--- src/hw/rtl/tte_pkg.sv ---
// Shared types, constants and helpers for the tap tempo estimator.
// No dependencies; every other file of the block imports this package.
package tte_pkg;

	// Field widths
	localparam int TIME_W  = 32;
	localparam int CFG_W   = 16;
	localparam int REQ_W   = 16;
	localparam int TEMPO_W = 12;

	// Window depth default
	localparam int MAX_TAPS_DEF = 6;

	// Tempo limits in tenths of BPM
	localparam logic [TEMPO_W-1:0] TEMPO_MIN = 12'd200;
	localparam logic [TEMPO_W-1:0] TEMPO_MAX = 12'd3000;

	// Twice the tenths-of-BPM per ms constant, and the bits it needs
	localparam int NUM_SCALE   = 1200000;
	localparam int NUM_SCALE_W = 21;

	// Register reset values
	localparam logic [CFG_W-1:0]   RESET_GAP_DEF  = 16'd2000;
	localparam logic [CFG_W-1:0]   MIN_IV_DEF     = 16'd200;
	localparam logic [CFG_W-1:0]   MAX_IV_DEF     = 16'd3000;
	localparam logic [TEMPO_W-1:0] INIT_TEMPO_DEF = 12'd1200;

	// Item operations
	typedef enum logic {
		OP_TAP     = 1'b0,
		OP_REQUEST = 1'b1
	} op_t;

	// Configuration register indexes
	typedef enum logic [1:0] {
		REG_RESET_GAP  = 2'd0,
		REG_MIN_IV     = 2'd1,
		REG_MAX_IV     = 2'd2,
		REG_INIT_TEMPO = 2'd3
	} cfg_reg_t;

	// Controls from the sequencer to the tap window
	typedef struct packed {
		logic update;
		logic acc_start;
		logic acc_step;
	} win_ctrl_t;

	// Status of the serial divider
	typedef struct packed {
		logic busy;
		logic done;
	} div_stat_t;

	// Clamp a tempo to the legal range
	function automatic logic [TEMPO_W-1:0] clamp_tempo(input logic [REQ_W-1:0] t);
		logic [TEMPO_W-1:0] r;
		if (t < REQ_W'(TEMPO_MIN)) begin
			r = TEMPO_MIN;
		end else if (t > REQ_W'(TEMPO_MAX)) begin
			r = TEMPO_MAX;
		end else begin
			r = t[TEMPO_W-1:0];
		end
		return r;
	endfunction

endpackage

--- src/hw/rtl/tap_tempo_estimator_top.sv ---
// Top level of the tap tempo estimator: channel handshakes, configuration
// registers and the item sequencer. Uses tte_pkg, tte_window and tte_div.
//
//   channel  | handshake                 | payload
//   ---------+---------------------------+---------------------------------------------
//   item     | item_valid/item_ready     | opcode, tap_time_ms, tempo_request_tenths
//   result   | result_valid/result_ready | tempo_tenths, tempo_changed, estimate_made,
//            |                           | valid_intervals
//   config   | cfg_valid/cfg_ready       | cfg_index, cfg_data
//
// A tempo request goes straight to the output step. A tap passes through the accumulator
// one interval per cycle, then, when an interval is valid and the sum is non-zero,
// through the serial divider at one quotient bit per cycle.
// One item is in work at a time; the next is taken once the previous result sits in
// the output register. A stalled result holds the sequencer before its last step.
// Reset empties the tap window and loads the register defaults; config is always ready.
module tap_tempo_estimator_top import tte_pkg::*; #(
	parameter int MAX_TAPS = MAX_TAPS_DEF
) (
	input  logic                clk,
	input  logic                arst_n,
	// Item channel
	input  logic                item_valid,
	output logic                item_ready,
	input  logic                opcode,
	input  logic [TIME_W-1:0]   tap_time_ms,
	input  logic [REQ_W-1:0]    tempo_request_tenths,
	// Result channel
	output logic                result_valid,
	input  logic                result_ready,
	output logic [TEMPO_W-1:0]  tempo_tenths,
	output logic                tempo_changed,
	output logic                estimate_made,
	output logic [2:0]          valid_intervals,
	// Configuration channel
	input  logic                cfg_valid,
	output logic                cfg_ready,
	input  logic [1:0]          cfg_index,
	input  logic [CFG_W-1:0]    cfg_data
);

	localparam int CW    = $clog2(MAX_TAPS);
	localparam int SUM_W = CFG_W + CW;
	localparam int DEN_W = SUM_W + 1;
	localparam int NUM_W = NUM_SCALE_W + CW;

	typedef enum logic [4:0] {
		S_IDLE = 5'b00001,
		S_ACC  = 5'b00010,
		S_PREP = 5'b00100,
		S_DIV  = 5'b01000,
		S_OUT  = 5'b10000
	} state_t;

	state_t              state_q;
	logic [CFG_W-1:0]    reset_gap_q;
	logic [CFG_W-1:0]    min_iv_q;
	logic [CFG_W-1:0]    max_iv_q;
	logic [TEMPO_W-1:0]  cur_tempo_q;
	logic [TEMPO_W-1:0]  new_tempo_q;
	logic                est_q;
	logic [2:0]          nv_out_q;
	logic                res_valid_q;
	logic [TEMPO_W-1:0]  res_tempo_q;
	logic                res_changed_q;
	logic                res_est_q;
	logic [2:0]          res_nv_q;

	logic                item_acc;
	logic                cfg_acc;
	logic                out_free;
	win_ctrl_t           win_ctrl;
	logic                acc_last;
	logic [SUM_W-1:0]    win_sum;
	logic [CW-1:0]       win_nv;
	logic                div_start;
	logic [NUM_W-1:0]    div_numer;
	logic [DEN_W-1:0]    div_denom;
	div_stat_t           div_stat;
	logic [NUM_W-1:0]    div_quot;
	logic [TEMPO_W-1:0]  quot_tempo;
	logic [2:0]          nv_sat;

	assign item_ready = (state_q == S_IDLE);
	assign cfg_ready  = 1'b1;
	assign item_acc   = item_valid && item_ready;
	assign cfg_acc    = cfg_valid && cfg_ready;
	assign out_free   = !res_valid_q || result_ready;

	// Window control: a tap updates the window and opens a new accumulation
	always_comb begin
		win_ctrl.update    = item_acc && (opcode == OP_TAP);
		win_ctrl.acc_start = item_acc && (opcode == OP_TAP);
		win_ctrl.acc_step  = (state_q == S_ACC);
	end

	tte_window #(
		.MAX_TAPS (MAX_TAPS)
	) u_window (
		.clk       (clk),
		.arst_n    (arst_n),
		.ctrl      (win_ctrl),
		.tap_time  (tap_time_ms),
		.reset_gap (reset_gap_q),
		.min_iv    (min_iv_q),
		.max_iv    (max_iv_q),
		.acc_last  (acc_last),
		.sum       (win_sum),
		.nvalid    (win_nv)
	);

	// Rounded quotient: (2 * 600000 * n + sum) / (2 * sum)
	assign div_start = (state_q == S_PREP) && (win_nv != '0) && (win_sum != '0);
	assign div_numer = NUM_W'(NUM_SCALE) * NUM_W'(win_nv) + NUM_W'(win_sum);
	assign div_denom = {win_sum, 1'b0};

	tte_div #(
		.NUM_W (NUM_W),
		.DEN_W (DEN_W)
	) u_div (
		.clk    (clk),
		.arst_n (arst_n),
		.start  (div_start),
		.numer  (div_numer),
		.denom  (div_denom),
		.stat   (div_stat),
		.quot   (div_quot)
	);

	// Clamp the divider result to the tempo range
	always_comb begin
		if (div_quot > NUM_W'(TEMPO_MAX)) begin
			quot_tempo = TEMPO_MAX;
		end else if (div_quot < NUM_W'(TEMPO_MIN)) begin
			quot_tempo = TEMPO_MIN;
		end else begin
			quot_tempo = div_quot[TEMPO_W-1:0];
		end
	end

	// Report at most seven intervals
	assign nv_sat = (32'(win_nv) > 7) ? 3'd7 : 3'(win_nv);

	// Sequencer
	always_ff @(posedge clk or negedge arst_n) begin
		if (!arst_n) begin
			state_q <= S_IDLE;
		end else begin
			case (state_q)
				S_IDLE: begin
					if (item_acc) begin
						state_q <= (opcode == OP_REQUEST) ? S_OUT : S_ACC;
					end
				end
				S_ACC: begin
					if (acc_last) begin
						state_q <= S_PREP;
					end
				end
				S_PREP: begin
					state_q <= div_start ? S_DIV : S_OUT;
				end
				S_DIV: begin
					if (div_stat.done) begin
						state_q <= S_OUT;
					end
				end
				S_OUT: begin
					if (out_free) begin
						state_q <= S_IDLE;
					end
				end
				default: begin
					state_q <= S_IDLE;
				end
			endcase
		end
	end

	// Hold the pending result of the item in work
	always_ff @(posedge clk) begin
		if (item_acc && (opcode == OP_REQUEST)) begin
			new_tempo_q <= clamp_tempo(tempo_request_tenths);
			est_q       <= 1'b0;
			nv_out_q    <= 3'd0;
		end else if (state_q == S_PREP) begin
			est_q    <= (win_nv != '0);
			nv_out_q <= nv_sat;
			if (win_nv == '0) begin
				new_tempo_q <= cur_tempo_q;
			end else if (win_sum == '0) begin
				new_tempo_q <= TEMPO_MAX;
			end
		end else if ((state_q == S_DIV) && div_stat.done) begin
			new_tempo_q <= quot_tempo;
		end
	end

	// Configuration registers and the current tempo
	always_ff @(posedge clk or negedge arst_n) begin
		if (!arst_n) begin
			reset_gap_q <= RESET_GAP_DEF;
			min_iv_q    <= MIN_IV_DEF;
			max_iv_q    <= MAX_IV_DEF;
			cur_tempo_q <= clamp_tempo(REQ_W'(INIT_TEMPO_DEF));
		end else if (cfg_acc) begin
			case (cfg_reg_t'(cfg_index))
				REG_RESET_GAP:  reset_gap_q <= cfg_data;
				REG_MIN_IV:     min_iv_q    <= cfg_data;
				REG_MAX_IV:     max_iv_q    <= cfg_data;
				REG_INIT_TEMPO: cur_tempo_q <= clamp_tempo(REQ_W'(cfg_data[TEMPO_W-1:0]));
				default: begin
				end
			endcase
		end else if ((state_q == S_OUT) && out_free) begin
			cur_tempo_q <= new_tempo_q;
		end
	end

	// Output register: load on the last step, drop after the transaction
	always_ff @(posedge clk or negedge arst_n) begin
		if (!arst_n) begin
			res_valid_q <= 1'b0;
		end else if ((state_q == S_OUT) && out_free) begin
			res_valid_q <= 1'b1;
		end else if (result_ready) begin
			res_valid_q <= 1'b0;
		end
	end

	always_ff @(posedge clk) begin
		if ((state_q == S_OUT) && out_free) begin
			res_tempo_q   <= new_tempo_q;
			res_changed_q <= (new_tempo_q != cur_tempo_q);
			res_est_q     <= est_q;
			res_nv_q      <= nv_out_q;
		end
	end

	assign result_valid    = res_valid_q;
	assign tempo_tenths    = res_tempo_q;
	assign tempo_changed   = res_changed_q;
	assign estimate_made   = res_est_q;
	assign valid_intervals = res_nv_q;

`ifndef ASSERT_OFF
	a_busy_after_item: assert property (@(posedge clk) disable iff (!arst_n)
		item_valid && item_ready |=> !item_ready)
		else $error("item taken while previous item still in work");

	a_tempo_range: assert property (@(posedge clk) disable iff (!arst_n)
		result_valid |-> (tempo_tenths >= TEMPO_MIN) && (tempo_tenths <= TEMPO_MAX))
		else $error("reported tempo outside legal range");

	a_estimate_count: assert property (@(posedge clk) disable iff (!arst_n)
		result_valid |-> (estimate_made == (valid_intervals != 3'd0)))
		else $error("estimate flag disagrees with interval count");

	a_div_only_in_div: assert property (@(posedge clk) disable iff (!arst_n)
		div_stat.done |-> (state_q == S_DIV))
		else $error("divider finished outside the divide step");
`endif

endmodule

--- src/hw/rtl/tte_window.sv ---
// Tap window: last tap time and a shift line of tap intervals, plus the
// serial accumulator that sums in-range intervals one per cycle. Uses tte_pkg.
module tte_window import tte_pkg::*; #(
	parameter int MAX_TAPS = MAX_TAPS_DEF
) (
	input  logic                             clk,
	input  logic                             arst_n,
	input  win_ctrl_t                        ctrl,
	input  logic [TIME_W-1:0]                tap_time,
	input  logic [CFG_W-1:0]                 reset_gap,
	input  logic [CFG_W-1:0]                 min_iv,
	input  logic [CFG_W-1:0]                 max_iv,
	output logic                             acc_last,
	output logic [CFG_W+$clog2(MAX_TAPS)-1:0] sum,
	output logic [$clog2(MAX_TAPS)-1:0]      nvalid
);

	localparam int NIV   = MAX_TAPS - 1;
	localparam int CNT_W = $clog2(MAX_TAPS + 1);
	localparam int CW    = $clog2(MAX_TAPS);
	localparam int SUM_W = CFG_W + CW;

	logic [TIME_W-1:0] iv_q [NIV];
	logic [TIME_W-1:0] last_q;
	logic [CNT_W-1:0]  tap_cnt_q;
	logic [CNT_W-1:0]  acc_cnt_q;
	logic [SUM_W-1:0]  sum_q;
	logic [CW-1:0]     nv_q;

	logic [TIME_W-1:0] gap;
	logic              drop;
	logic [TIME_W-1:0] head;
	logic              in_range;
	logic              live;

	// Gap since the newest stored tap; an empty window or a long gap restarts it
	assign gap  = tap_time - last_q;
	assign drop = (tap_cnt_q == '0) || (gap > TIME_W'(reset_gap));

	// Interval under examination sits at the head of the line
	assign head     = iv_q[0];
	assign in_range = (head >= TIME_W'(min_iv)) && (head <= TIME_W'(max_iv));
	assign live     = (({1'b0, acc_cnt_q} + 1'b1) < {1'b0, tap_cnt_q});
	assign acc_last = (acc_cnt_q == CNT_W'(NIV - 1));

	// Push a new interval, or rotate the line by one during accumulation
	always_ff @(posedge clk) begin
		if (ctrl.update) begin
			last_q <= tap_time;
			if (!drop) begin
				iv_q[0] <= gap;
				for (int k = 1; k < NIV; k++) begin
					iv_q[k] <= iv_q[k-1];
				end
			end
		end else if (ctrl.acc_step) begin
			for (int k = 0; k < NIV - 1; k++) begin
				iv_q[k] <= iv_q[k+1];
			end
			iv_q[NIV-1] <= iv_q[0];
		end
	end

	// Track the number of stored taps, saturating at the window depth
	always_ff @(posedge clk or negedge arst_n) begin
		if (!arst_n) begin
			tap_cnt_q <= '0;
		end else if (ctrl.update) begin
			if (drop) begin
				tap_cnt_q <= CNT_W'(1);
			end else if (tap_cnt_q != CNT_W'(MAX_TAPS)) begin
				tap_cnt_q <= tap_cnt_q + 1'b1;
			end
		end
	end

	// Advance the accumulation position
	always_ff @(posedge clk or negedge arst_n) begin
		if (!arst_n) begin
			acc_cnt_q <= '0;
		end else if (ctrl.acc_start) begin
			acc_cnt_q <= '0;
		end else if (ctrl.acc_step) begin
			acc_cnt_q <= acc_cnt_q + 1'b1;
		end
	end

	// Sum and count the in-range intervals
	always_ff @(posedge clk) begin
		if (ctrl.acc_start) begin
			sum_q <= '0;
			nv_q  <= '0;
		end else if (ctrl.acc_step && live && in_range) begin
			sum_q <= sum_q + SUM_W'(head[CFG_W-1:0]);
			nv_q  <= nv_q + 1'b1;
		end
	end

	assign sum    = sum_q;
	assign nvalid = nv_q;

endmodule

--- src/hw/rtl/tte_div.sv ---
// Bit-serial restoring divider: one quotient bit per cycle, the dividend
// shifting out at the top while quotient bits shift in. Uses tte_pkg.
module tte_div import tte_pkg::*; #(
	parameter int NUM_W = NUM_SCALE_W + 3,
	parameter int DEN_W = CFG_W + 4
) (
	input  logic             clk,
	input  logic             arst_n,
	input  logic             start,
	input  logic [NUM_W-1:0] numer,
	input  logic [DEN_W-1:0] denom,
	output div_stat_t        stat,
	output logic [NUM_W-1:0] quot
);

	localparam int CNT_W = $clog2(NUM_W);

	logic [NUM_W-1:0] num_q;
	logic [DEN_W-1:0] den_q;
	logic [DEN_W-1:0] rem_q;
	logic [CNT_W-1:0] cnt_q;
	logic             busy_q;
	logic             done_q;

	logic [DEN_W:0]   trial;
	logic             fits;
	logic [DEN_W:0]   diff;

	// Bring down the next dividend bit and try the subtraction
	assign trial = {rem_q, num_q[NUM_W-1]};
	assign fits  = (trial >= {1'b0, den_q});
	assign diff  = trial - {1'b0, den_q};

	// Datapath
	always_ff @(posedge clk) begin
		if (start) begin
			num_q <= numer;
			den_q <= denom;
			rem_q <= '0;
		end else if (busy_q) begin
			num_q <= {num_q[NUM_W-2:0], fits};
			rem_q <= fits ? diff[DEN_W-1:0] : trial[DEN_W-1:0];
		end
	end

	// Count the bit steps
	always_ff @(posedge clk or negedge arst_n) begin
		if (!arst_n) begin
			cnt_q  <= '0;
			busy_q <= 1'b0;
			done_q <= 1'b0;
		end else begin
			done_q <= 1'b0;
			if (start) begin
				cnt_q  <= CNT_W'(NUM_W - 1);
				busy_q <= 1'b1;
			end else if (busy_q) begin
				cnt_q <= cnt_q - 1'b1;
				if (cnt_q == '0) begin
					busy_q <= 1'b0;
					done_q <= 1'b1;
				end
			end
		end
	end

	assign stat.busy = busy_q;
	assign stat.done = done_q;
	assign quot      = num_q;

endmodule

--- config.mk ---
export PLATFORM = sky130hd
export DESIGN_NAME = tap_tempo_estimator_top
export DESIGN_NICKNAME = d
export VERILOG_FILES = /design/src/hw/rtl/tte_pkg.sv /design/src/hw/rtl/tap_tempo_estimator_top.sv /design/src/hw/rtl/tte_window.sv /design/src/hw/rtl/tte_div.sv
export SDC_FILE = /design/constraint.sdc
export NUM_CORES = 1
export LEC_CHECK = 0
export ABC_CLOCK_PERIOD_IN_PS = 21100
export CAP_MARGIN = 20
export CORE_MARGIN = 2
export CORE_UTILIZATION = 38
export DETAILED_ROUTE_END_ITERATION = 6
export DONT_BUFFER_PORTS = 1
export GPL_ROUTABILITY_DRIVEN = 0
export GPL_TIMING_DRIVEN = 1
export REMOVE_ABC_BUFFERS = 1
export SLEW_MARGIN = 5
export SYNTH_ARGS = -nofsm -noshare
export SYNTH_HDL_FRONTEND = slang
export SYNTH_SLANG_ARGS = --single-unit
--- constraint.sdc ---
create_clock -name clk -period 21.1 [get_ports clk]
set_input_delay 1.055 -clock clk [delete_from_list [all_inputs] [get_ports clk]]
set_output_delay 1.055 -clock clk [all_outputs]
set_load 0.005 [all_outputs]
==> results of run 1 <==
==> power breakdown <==
part | total (uW) | switching, uW | internal, uW
clock | 809 | 326 | 483
combinational | 665 | 406 | 258
sequential | 1100 | 92.0 | 1000
total | 2570 | 824 | 1750
==> worst max path at each step <==
stage / from / end / slack, ps / cells past startpoint
after CTS: tap_time_ms[0] / u_window.iv_q[0][82] / 15540 / 21
after global routing: tap_time_ms[0] / u_window.iv_q[0][114] / 14880 / 21
after detailed placement: tap_time_ms[0] / u_window.iv_q[0][0] / 14950 / 21
after floorplan: tap_time_ms[0] / u_window.iv_q[0][0] / 4790 / 20
final: tap_time_ms[0] / u_window.iv_q[0][126] / 15510 / 21
after global placement: tap_time_ms[0] / u_window.iv_q[0][34] / 15060 / 21
==> sequential cells by signal, indices dropped and copies added, names as in the netlist, 3 cells and up <==
name                count
tempo_tenths           12
reset_gap_q            16
max_iv_q               16
u_window.iv_q         160
u_window.last_q        32
new_tempo_q            12
u_div.quot             24
min_iv_q               16
valid_intervals         3
cur_tempo_q            12
u_window.nvalid         3
u_div.cnt_q             5
u_window.sum           19
nv_out_q                3
u_div.den_q            19
u_window.tap_cnt_q      3
u_window.acc_cnt_q      3
state_q                 5
u_div.rem_q            20
==> cell type report <==
class,count,area [um^2],share of cell area
clock buffers,54,1170,0.0490
well taps,756,946,0.0396
repair buffers,13,110,0.00461
flip-flops and latches,389,10900,0.454
inverters,162,608,0.0255
multi-input cells,1593,9860,0.413
clock inverters,27,343,0.0144
==> metal layers <==
layer	track usage	part of all wire	vias to the layer above
li1	-	-	7759
met1	0.242	0.48	7640
met2	0.267	0.45	387
met3	0.0286	0.053	82
met4	0.0552	0.024	0
met5	0	0	-
==> stage by stage <==
step | util | hold WS, ps
5_1_grt | 0.424 | 140
6_report | 0.424 | 167
3_3_place_gp | 0.398 | 437
4_1_cts | 0.424 | 134
2_1_floorplan | - | 408
3_5_place_dp | 0.398 | 431
==> synthesized netlist by cell type (6+ instances only) <==
| cell type | count | area (um^2) |
|---|---|---|
| o211ai_1 | 17 | 128 |
| nand2_1 | 567 | 2130 |
| nand4_1 | 17 | 106 |
| xor2_1 | 32 | 280 |
| or3_1 | 9 | 56.3 |
| o21a_1 | 21 | 158 |
| inv_1 | 159 | 597 |
| clkbuf_1 | 70 | 263 |
| a21boi_0 | 6 | 45.0 |
| nor4_1 | 16 | 100 |
| o2111ai_1 | 7 | 61.3 |
| nor3_1 | 28 | 140 |
| mux2i_1 | 31 | 310 |
| nand2b_1 | 14 | 87.6 |
| nor2_1 | 108 | 405 |
| fa_1 | 8 | 160 |
| a31oi_1 | 10 | 62.6 |
| a21oi_1 | 102 | 510 |
| edfxtp_1 | 264 | 7930 |
| dfstp_2 | 21 | 552 |
| and2_1 | 6 | 37.5 |
| o21bai_1 | 10 | 75.1 |
| o31ai_1 | 12 | 90.1 |
| nand3_1 | 37 | 185 |
| mux2_2 | 38 | 428 |
| a211oi_1 | 8 | 60.1 |
| ha_1 | 142 | 1780 |
| and3_1 | 8 | 50.1 |
| nor2b_1 | 15 | 93.8 |
| a221oi_1 | 8 | 70.1 |
| or4_1 | 6 | 45.0 |
| xnor2_1 | 50 | 438 |
| nand3b_1 | 8 | 60.1 |
| a21o_1 | 33 | 248 |
| o21ai_0 | 136 | 681 |
| dfxtp_1 | 46 | 921 |
| dfrtp_1 | 58 | 1450 |
| o311ai_0 | 6 | 52.6 |
==> cell usage in the layout, fill, tap and decap left out, drive strengths merged, types with 16 or more instances in the layout <==
cell type	count
mux2i	31
o211ai	17
nor3	28
a21o	33
clkinv	17
nand3	37
o21a	21
inv	161
nand4	18
a21oi	104
xor2	32
o21ai	141
dfxtp	46
dfstp	21
ha	142
edfxtp	264
clkbuf	54
mux2	38
dfrtp	58
nor2	108
xnor2	50
nand2	567
nor4	16
==> critical path: cells and delay by family <==
| kind | cells | cell delay, ps |
|---|---|---|
| xor gates and xnor gates | 1 | 180 |
| and+or+nand+nor | 8 | 1680 |
| AOI/OAI and AO/OA | 6 | 1090 |
| adders and majority gates | 3 | 940 |
| buffers and inverters | 3 | 770 |
==> logic make-up after synthesis <==
kind of cell               synth area share
and+or+nand+nor                       0.173
adders and majority gates            0.0898
muxes                                0.0342
buffers and inverters                0.0422
other                              0.000174
xor gates and xnor gates             0.0333
AOI/OAI and AO/OA                     0.124
DFF                                   0.503
==> run metrics, run 1 <==
status=finished clean; worst hold path type=in2async; I/O pins=92; # setup viols final=0; largest net degree at the start of global routing=161; CTS resizes=0; kind of end point of the critical path=flip-flop; RSZ-0062 raised after global routing=false; Crit Path Max Fanout=160; r2r endpoint=u_window.iv_q[0][126]; maximum root-to-sink buffer count=3; average routed wire per standard cell=16.8 um; synth unique cells=81; initial antenna violation count=0; Setup TNS Final=0 ps; DRT Pass-1 Iters=6; Sink Count=389; Power, Total=2570 uW; Avg Inst Size Synth=9.72 um^2; r2r startpoint=u_window.last_q[0]; Place WS=14950 ps; CTS tree=done; hold_buf cts=0; GRT Util Overall=0.171; synthesized area=21600 um^2; die height=242 um; Clk Latency, worst-skew pair=580 ps; Synth Flop Type=edfxtp_1; share of layout cells above drive strength 1=0.0737; Post-Layout Cell Count=2994; Initial Utilization=0.383; final clock skew=28.7 ps; Placed Area=22400 um^2; First DRT Iteration DRCs=1101; asr flop ratio synth=0.203; fmax=0.179 GHz; DRT Wirelength=50.2 mm; diode count=0; detailed placement HPWL=35.3 mm; vias=15.9k; fin. max-slew vios=0; static leakage=0.00997 uW; Fin. Hold Viols=0; Cell Count Post-Placement=2913; period utilization=0.265; number of global-route vias before repair=15.5k; core area=56300 um^2; setup ws final=15510 ps; crit path time final=5590 ps; CP startpoint kind=input pin; Setup CP Type=in2reg; buffer count from post-CTS setup fixing=0; Worst Tran Pin Value=1050 ps; cells after synthesis=2220; Slew headroom=0.301; #FFs+latches synth=389; Final Instance Area=23900 um^2; die area=58700 um^2; DRC=0; Layout Nets=2425; R2R depth=20; root buffer cell=clkbuf_16; cts bufs inserted=44; Syn-to-layout area delta=10.7%; Worst path max stage delay=660 ps; DR vias/cell=5.30; # fillers=5312; Crit-path slowest cell=buf_12; CP Data Required Time=21290 ps; first-pass GRT wire length=82.2 mm; post-synthesis sequential area ratio=0.503; Yosys warning count=0; Die Wd=242 um; port bufs=0; Post-synth EDFFs=264; crit-path cells=inv_1 > ha_1 > inv_1 > fa_1 > a211oi_2 > o211ai_1 > nor4bb_1 > nor3_1 > o21ai_0 > xor2_1 > ha_1 > nand4_1 > nor3_1 > nand2_1 > o2111ai_1 > o2111ai_1 > nor4b_1 > and4_1 > nand4_2 > o21ai_4 > buf_12; gr ovfl total=0; peak supply drop=0.0734 mV; Worst-path clk slew=60 ps; Arr. time, crit path=5770 ps; Detail Route Antenna Nets=0; H-tree levels=2; Row Count=87; Register-to-Register Setup Slack=15650 ps; MaxCap Viol Count=0; pwr dens=108 nW/um^2
(Power assumes the default switching activity.)
==> run 2, diff against run 1 <==
Settings changed: ABC_AREA set to 1, ABC_CLOCK_PERIOD_IN_PS 21100 to 5550.
Clock period 21.1 ns to 5.55 ns, I/O delays scaled along.
==> run metrics, run 2 <==
Largest Register=u_window.iv_q (unchanged); Fin. Hold Viols=0 (unchanged); DR top layer=met4 (unchanged); # fillers=5873 (was 5312); MaxCap Viol Count=0 (unchanged); Worst Tran Pin Value=993 ps (was 1050 ps); worst hold path type=in2reg (was in2async); core area=60000 um^2 (was 56300 um^2); static leakage=0.0118 uW (was 0.00997 uW); max reg flops=160 (unchanged); multiplexer share of the synthesized area=0 (was 0.0342); Detail Route Antenna Nets=0 (unchanged); RSZ-0062 raised after global routing=false (unchanged); fin. max-slew vios=0 (unchanged); vias=18.5k (was 15.9k); I/O pins=92 (unchanged); cts bufs inserted=45 (was 44); buffer count from post-CTS setup fixing=0 (unchanged); diode count=0 (unchanged); Sink Count=389 (unchanged); synth unique cells=58 (was 81); Worst-path clk slew=60 ps (about the same); Final Instance Area=25900 um^2 (was 23900 um^2); ranking of synthesized cells by area=edfxtp_1 35%, nand2_1 13%, ha_1 7.8% (was edfxtp_1 37%, nand2_1 9.9%, ha_1 8.2%); Crit Path Max Fanout=85 (was 160); die area=62300 um^2 (was 58700 um^2); CP startpoint kind=flip-flop (was input pin); Arr. time, crit path=4220 ps (was 5770 ps); detailed placement HPWL=41.8 mm (was 35.3 mm); DRT Pass-1 Iters=7 (was 6); DRT Wirelength=57.7 mm (was 50.2 mm); Synth Area in Adders=0.0845 (was 0.0898); Yosys warning count=0 (unchanged); largest net degree at the start of global routing=192 (was 161); First DRT Iteration DRCs=1438 (was 1101); Clk Latency, worst-skew pair=590 ps (was 580 ps); most frequent cells in the layout=801 x nand2_1, 424 x inv_1, 264 x edfxtp_1, 254 x o21ai_0, 176 x nor2_1 (was 567 x nand2_1, 264 x edfxtp_1, 159 x inv_1, 142 x ha_1, 134 x o21ai_0); asr flop ratio synth=0.203 (unchanged); Setup CP Type=reg2reg (was in2reg); Power, Total=10600 uW (was 2570 uW); fmax=0.250 GHz; Avg Inst Size Synth=8.22 um^2 (was 9.72 um^2); M1 WL=26.7 mm (was 23.9 mm); Row Count=90 (was 87); peak supply drop=0.299 mV (was 0.0734 mV); Layout Nets=3065 (was 2425); port bufs=0 (unchanged); Initial Utilization=0.382 (was 0.383); #FFs+latches synth=389 (unchanged); Slew headroom=0.336 (was 0.301); routed wl met3=2.71 mm (was 2.68 mm); kind of end point of the critical path=flip-flop (unchanged); Synth Flop Type=edfxtp_1 (unchanged); post-synthesis sequential area ratio=0.474 (was 0.503); initial antenna violation count=0 (unchanged); Post-Synth XOR/XNOR Area=0.0313 (was 0.0333); largest family of logic cells by synthesized area=simple AND/OR/NAND/NOR gates (unchanged); top-count cell post-synth=nand2_1 (unchanged); Synth Area in Compound Gates=0.109 (was 0.124); Placed Area=23800 um^2 (was 22400 um^2); Post-Synth Simple-Gate Area=0.218 (was 0.173); die height=250 um (was 242 um); CTS tree=done (unchanged); # setup viols final=0 (unchanged); crit path time final=4000 ps; Die Wd=250 um (was 242 um); share of layout cells above drive strength 1=0.0504 (was 0.0737); DR vias/cell=5.06 (was 5.30); final clock skew=29.7 ps (was 28.7 ps); Hold WS=4.24 ps (was 167 ps); first-pass GRT wire length=93.9 mm (was 82.2 mm); root buffer cell=clkbuf_16 (unchanged); pwr dens=409 nW/um^2 (was 108 nW/um^2); DRC=0 (unchanged); Syn-to-layout area delta=13.1% (was 10.7%); gr ovfl total=0 (unchanged); Post-synth EDFFs=264 (unchanged); most common cell after layout, fill and taps aside=nand2_1 (unchanged); H-tree levels=2 (unchanged); Synth top area share=0.346 (was 0.367); cells after synthesis=2786 (was 2220); GRT Util Overall=0.186 (was 0.171); top cells by count, synth=801 x nand2_1, 425 x inv_1, 264 x edfxtp_1 (was 567 x nand2_1, 264 x edfxtp_1, 159 x inv_1); Synth area leader=edfxtp_1 (unchanged); CP Data Required Time=5770 ps (was 21290 ps); status=finished clean (unchanged); maximum root-to-sink buffer count=3 (unchanged); number of global-route vias before repair=18.1k (was 15.5k); synthesized area=22900 um^2 (was 21600 um^2); met2 wire len=26.6 mm (was 22.4 mm); average routed wire per standard cell=15.8 um (was 16.8 um); period utilization=0.721
-- run 2: area by class of cell --
cell class,instances,area (um^2),share of cell area
flip-flops and latches,389,10900,0.419
well taps,782,978,0.0378
clock inverters,21,218,0.00840
multi-input cells,1898,10200,0.392
repair buffers,79,843,0.0325
inverters,430,1620,0.0623
clock buffers,62,1240,0.0479
-- run 2: final timing paths --
kind                                    start                     to  slack (ps)  cells past startpoint
setup / recovery           u_window.last_q[0]  u_window.iv_q[0][132]        1550                     20
hold reg to reg                         est_q          estimate_made         440                      0
min in group asynchronous              arst_n         cur_tempo_q[3]         280                      2
hold / removal                      cfg_valid            max_iv_q[3]           4                      3
setup reg to reg           u_window.last_q[0]  u_window.iv_q[0][132]        1550                     20
max in group asynchronous              arst_n         reset_gap_q[4]        4850                      2
-- run 2: metal layers --
| metal | track usage | up-vias |
|---|---|---|
| met5 | 0 | - |
| met2 | 0.305 | 448 |
| li1 | - | 9270 |
| met4 | 0.0657 | 0 |
| met1 | 0.252 | 8688 |
| met3 | 0.0241 | 112 |
-- run 2: cells by family after synthesis --
kind of cell    count (synthesis)
xor+xnor                       82
flops                         389
other cells                     1
buf+inv                       499
simple gates                 1203
fa+ha+maj                     150
compound gates                462
-- run 2: power by group --
| part | internal (uW) | switching [uW] | total (uW) |
|---|---|---|---|
| registers | 4110 | 428 | 4540 |
| logic | 1050 | 2060 | 3100 |
| clock network | 1720 | 1240 | 2960 |
-- run 2: what timing repair did --
item | 4_1_cts | 5_1_grt
gates resized for setup | 0 | 0
hold endpoints to repair | 152 | 1
endpoints found under the setup margin | 0 | 0
hold buffers | 62 | 2
-- run 2: critical path, stage by stage, from the launching register on --
cell and delay [ps]:
edfxtp_1 320, ha_1 150, inv_1 90, fa_1 460
nand3_1 100, nand3_1 130, nand3_1 100, nand3b_1 130
xor2_1 200, ha_1 290, nand2_1 60, nor3_1 240
nand3_1 100, nand2_1 100, nand2_1 50, nor2_1 90
nand3_1 90, nor2_2 140, nand2_1 130, a21oi_4 220
buf_12 400
-- run 2: per-stage QoR --
step           setup slack [ps]  utilization   TNS, ps  instances
2_1_floorplan            -10920            -  -2037660       2717
3_3_place_gp               1580        0.395         0       3511
3_5_place_dp               1550        0.396         0       3512
4_1_cts                    1530        0.431         0       3657
5_1_grt                    1180        0.432         0       3661
6_report                   1550        0.432         0       3661
==> run 3, diff against run 2 <==
Settings changed: ABC_CLOCK_PERIOD_IN_PS 5550 to 3850.
Clock period 5.55 ns to 3.85 ns, I/O delays scaled along.
==> run metrics, run 3 (same netlist as run 2, synthesis figures left out) <==
status=finished, violations left (was finished clean); failing checks=hold timing; cell mode on critical path=nand2_1 (was nand3_1); detailed placement HPWL=43.3 mm (was 41.8 mm); Fin. Hold Viols=1 (was 0); First DRT Iteration DRCs=1522 (was 1438); final clock skew=42.4 ps (was 29.7 ps); fmax=0.274 GHz (was 0.250 GHz); vias=19.0k (was 18.5k); Crit Path Max Fanout=7 (was 85); core area=60000 um^2 (unchanged); DR vias/cell=5.08 (was 5.06); worst hold path type=in2reg (unchanged); P_int=10800 uW (was 6870 uW); number of global-route vias before repair=18.4k (was 18.1k); Worst path max stage delay=350 ps (was 460 ps); crit path time final=3650 ps (was 4000 ps); Hold WS=-15.8 ps (was 4.24 ps); peak supply drop=0.408 mV (was 0.299 mV); static leakage=0.0123 uW (was 0.0118 uW); I/O pins=92 (unchanged); Arr. time, crit path=3950 ps (was 4220 ps); diode count=0 (unchanged); die height=250 um (unchanged); period utilization=0.949 (was 0.721); Sw Ratio=0.344 (was 0.351); gr ovfl total=0 (unchanged); first-pass GRT wire length=95.4 mm (was 93.9 mm); Clk Latency, worst-skew pair=610 ps (was 590 ps); Worst Tran Pin Value=853 ps (was 993 ps); GRT Util Overall=0.189 (was 0.186); Row Count=90 (unchanged); Setup CP Type=reg2reg (unchanged); root buffer cell=clkbuf_16 (unchanged); Sw Pwr=5670 uW (was 3720 uW); CP top delay family=simple AND/OR/NAND/NOR gates (unchanged); cts bufs inserted=44 (was 45); most frequent cells in the layout=785 x nand2_1, 421 x inv_1, 264 x edfxtp_1, 254 x o21ai_0, 172 x nor2_1 (was 801 x nand2_1, 424 x inv_1, 264 x edfxtp_1, 254 x o21ai_0, 176 x nor2_1); Clock power frac=0.290 (was 0.279); sequential share of power=0.398 (was 0.428); Worst-path clk slew=60 ps (about the same); DRT Wirelength=60.1 mm (was 57.7 mm); Layout Nets=3139 (was 3065); DRC=0 (unchanged); Slew headroom=0.431 (was 0.336); Setup TNS Final=0 ps (unchanged); CP startpoint kind=flip-flop (unchanged); CP Data Required Time=4150 ps (was 5770 ps); Detail Route Antenna Nets=0 (unchanged); share of layout cells above drive strength 1=0.0908 (was 0.0504); crit path buf inv count=5 (was 2); pwr dens=604 nW/um^2 (was 409 nW/um^2); Sink Count=389 (unchanged); largest net degree at the start of global routing=99 (was 192); Die Wd=250 um (unchanged); MaxCap Viol Count=0 (unchanged); Crit-path slowest cell=edfxtp_1 (was fa_1); DRT Pass-1 Iters=6 (was 7); max reg flops=160 (unchanged); Comb pwr share=0.312 (was 0.293); maximum root-to-sink buffer count=3 (unchanged); fin. max-slew vios=0 (unchanged); Syn-to-layout area delta=19.0% (was 13.1%); Initial Utilization=0.382 (unchanged); initial antenna violation count=0 (unchanged); average routed wire per standard cell=16.1 um (was 15.8 um); port bufs=0 (unchanged); # setup viols final=0 (unchanged); die area=62300 um^2 (unchanged); kind of end point of the critical path=flip-flop (unchanged); most common cell after layout, fill and taps aside=nand2_1 (unchanged); Largest Register=u_window.iv_q (unchanged); H-tree levels=2 (unchanged); CTS tree=done (unchanged); Power, Total=16500 uW (was 10600 uW)
==> run 3: cell count changes in the layout (fill, tap and decap cells not counted), moves of 11 or more <==
cell / previous run / this run
buf_4: 9 / 54
dlygate4sd3_1: 63 / 75
ha_1: 142 / 129
ha_4: 0 / 12
nand2_1: 801 / 785
nand2_2: 9 / 20
==> run 3: what timing repair did <==
item / CTS / global route
setup endpoints to repair: 94 / 163
hold buffers: 74 / 2
gates resized for setup: 2 / 82
gates cloned: 0 / 11
buffers inserted: 0 / 9
hold endpoints to repair: 184 / 1
pin swaps: 0 / 23
==> run 3: cell type report <==
class                   count  area, um^2
clock buffers              53        1160
clock inverters            29         502
fillers                  5690       32800
inverters                 430        1620
multi-input cells        1898       10500
flip-flops and latches    389       10900
well taps                 782         978
repair buffers            154        1640
==> run 3: worst paths after layout <==
kind / startpoint / slack (ps) / endpoint / depth (start not counted)
max: u_window.last_q[2] / 200 / u_window.iv_q[0][132] / 26
min: cfg_index[1] / -20 / max_iv_q[9] / 2
max reg2reg: u_window.last_q[2] / 200 / u_window.iv_q[0][132] / 26
min reg2reg: nv_out_q[1] / 450 / valid_intervals[1] / 0
max in group asynchronous: arst_n / 3250 / reset_gap_q[10] / 2
min in group asynchronous: arst_n / 140 / u_div.done_q / 2
==> run 3: metrics by stage <==
step / hold slack [ps] / cell area [um^2] / instances / worst slack [ps] / utilization
after floorplan: -103 / 22600 / 2717 / -12620 / -
after detailed placement: -98.8 / 24100 / 3556 / -33.7 / 0.401
after CTS: 1.31 / 26500 / 3712 / 9.57 / 0.442
after global placement: -99.9 / 24100 / 3555 / 110 / 0.401
final: -15.8 / 27300 / 3735 / 195 / 0.454
after global routing: 25.0 / 27300 / 3735 / -57.2 / 0.454
==> run 3: power groups by stage <==
stage	Clock, uW	Sequential [uW]	Combinational (uW)
global placement	0	6600	4380
finish	4780	6560	5150
global route	5050	6660	5850
CTS	4860	6550	4660
detailed placement	0	6630	4520
floorplan	0	6220	3120
==> run 3: metal layers <==
layer  global-route usage  up-vias  wire length, um
met4               0.0682        0             2130
met3               0.0314      127             3420
met5                    0        -                0
li1                     -     9414                -
met2                0.310      508            27600
met1                0.252     8938            27000
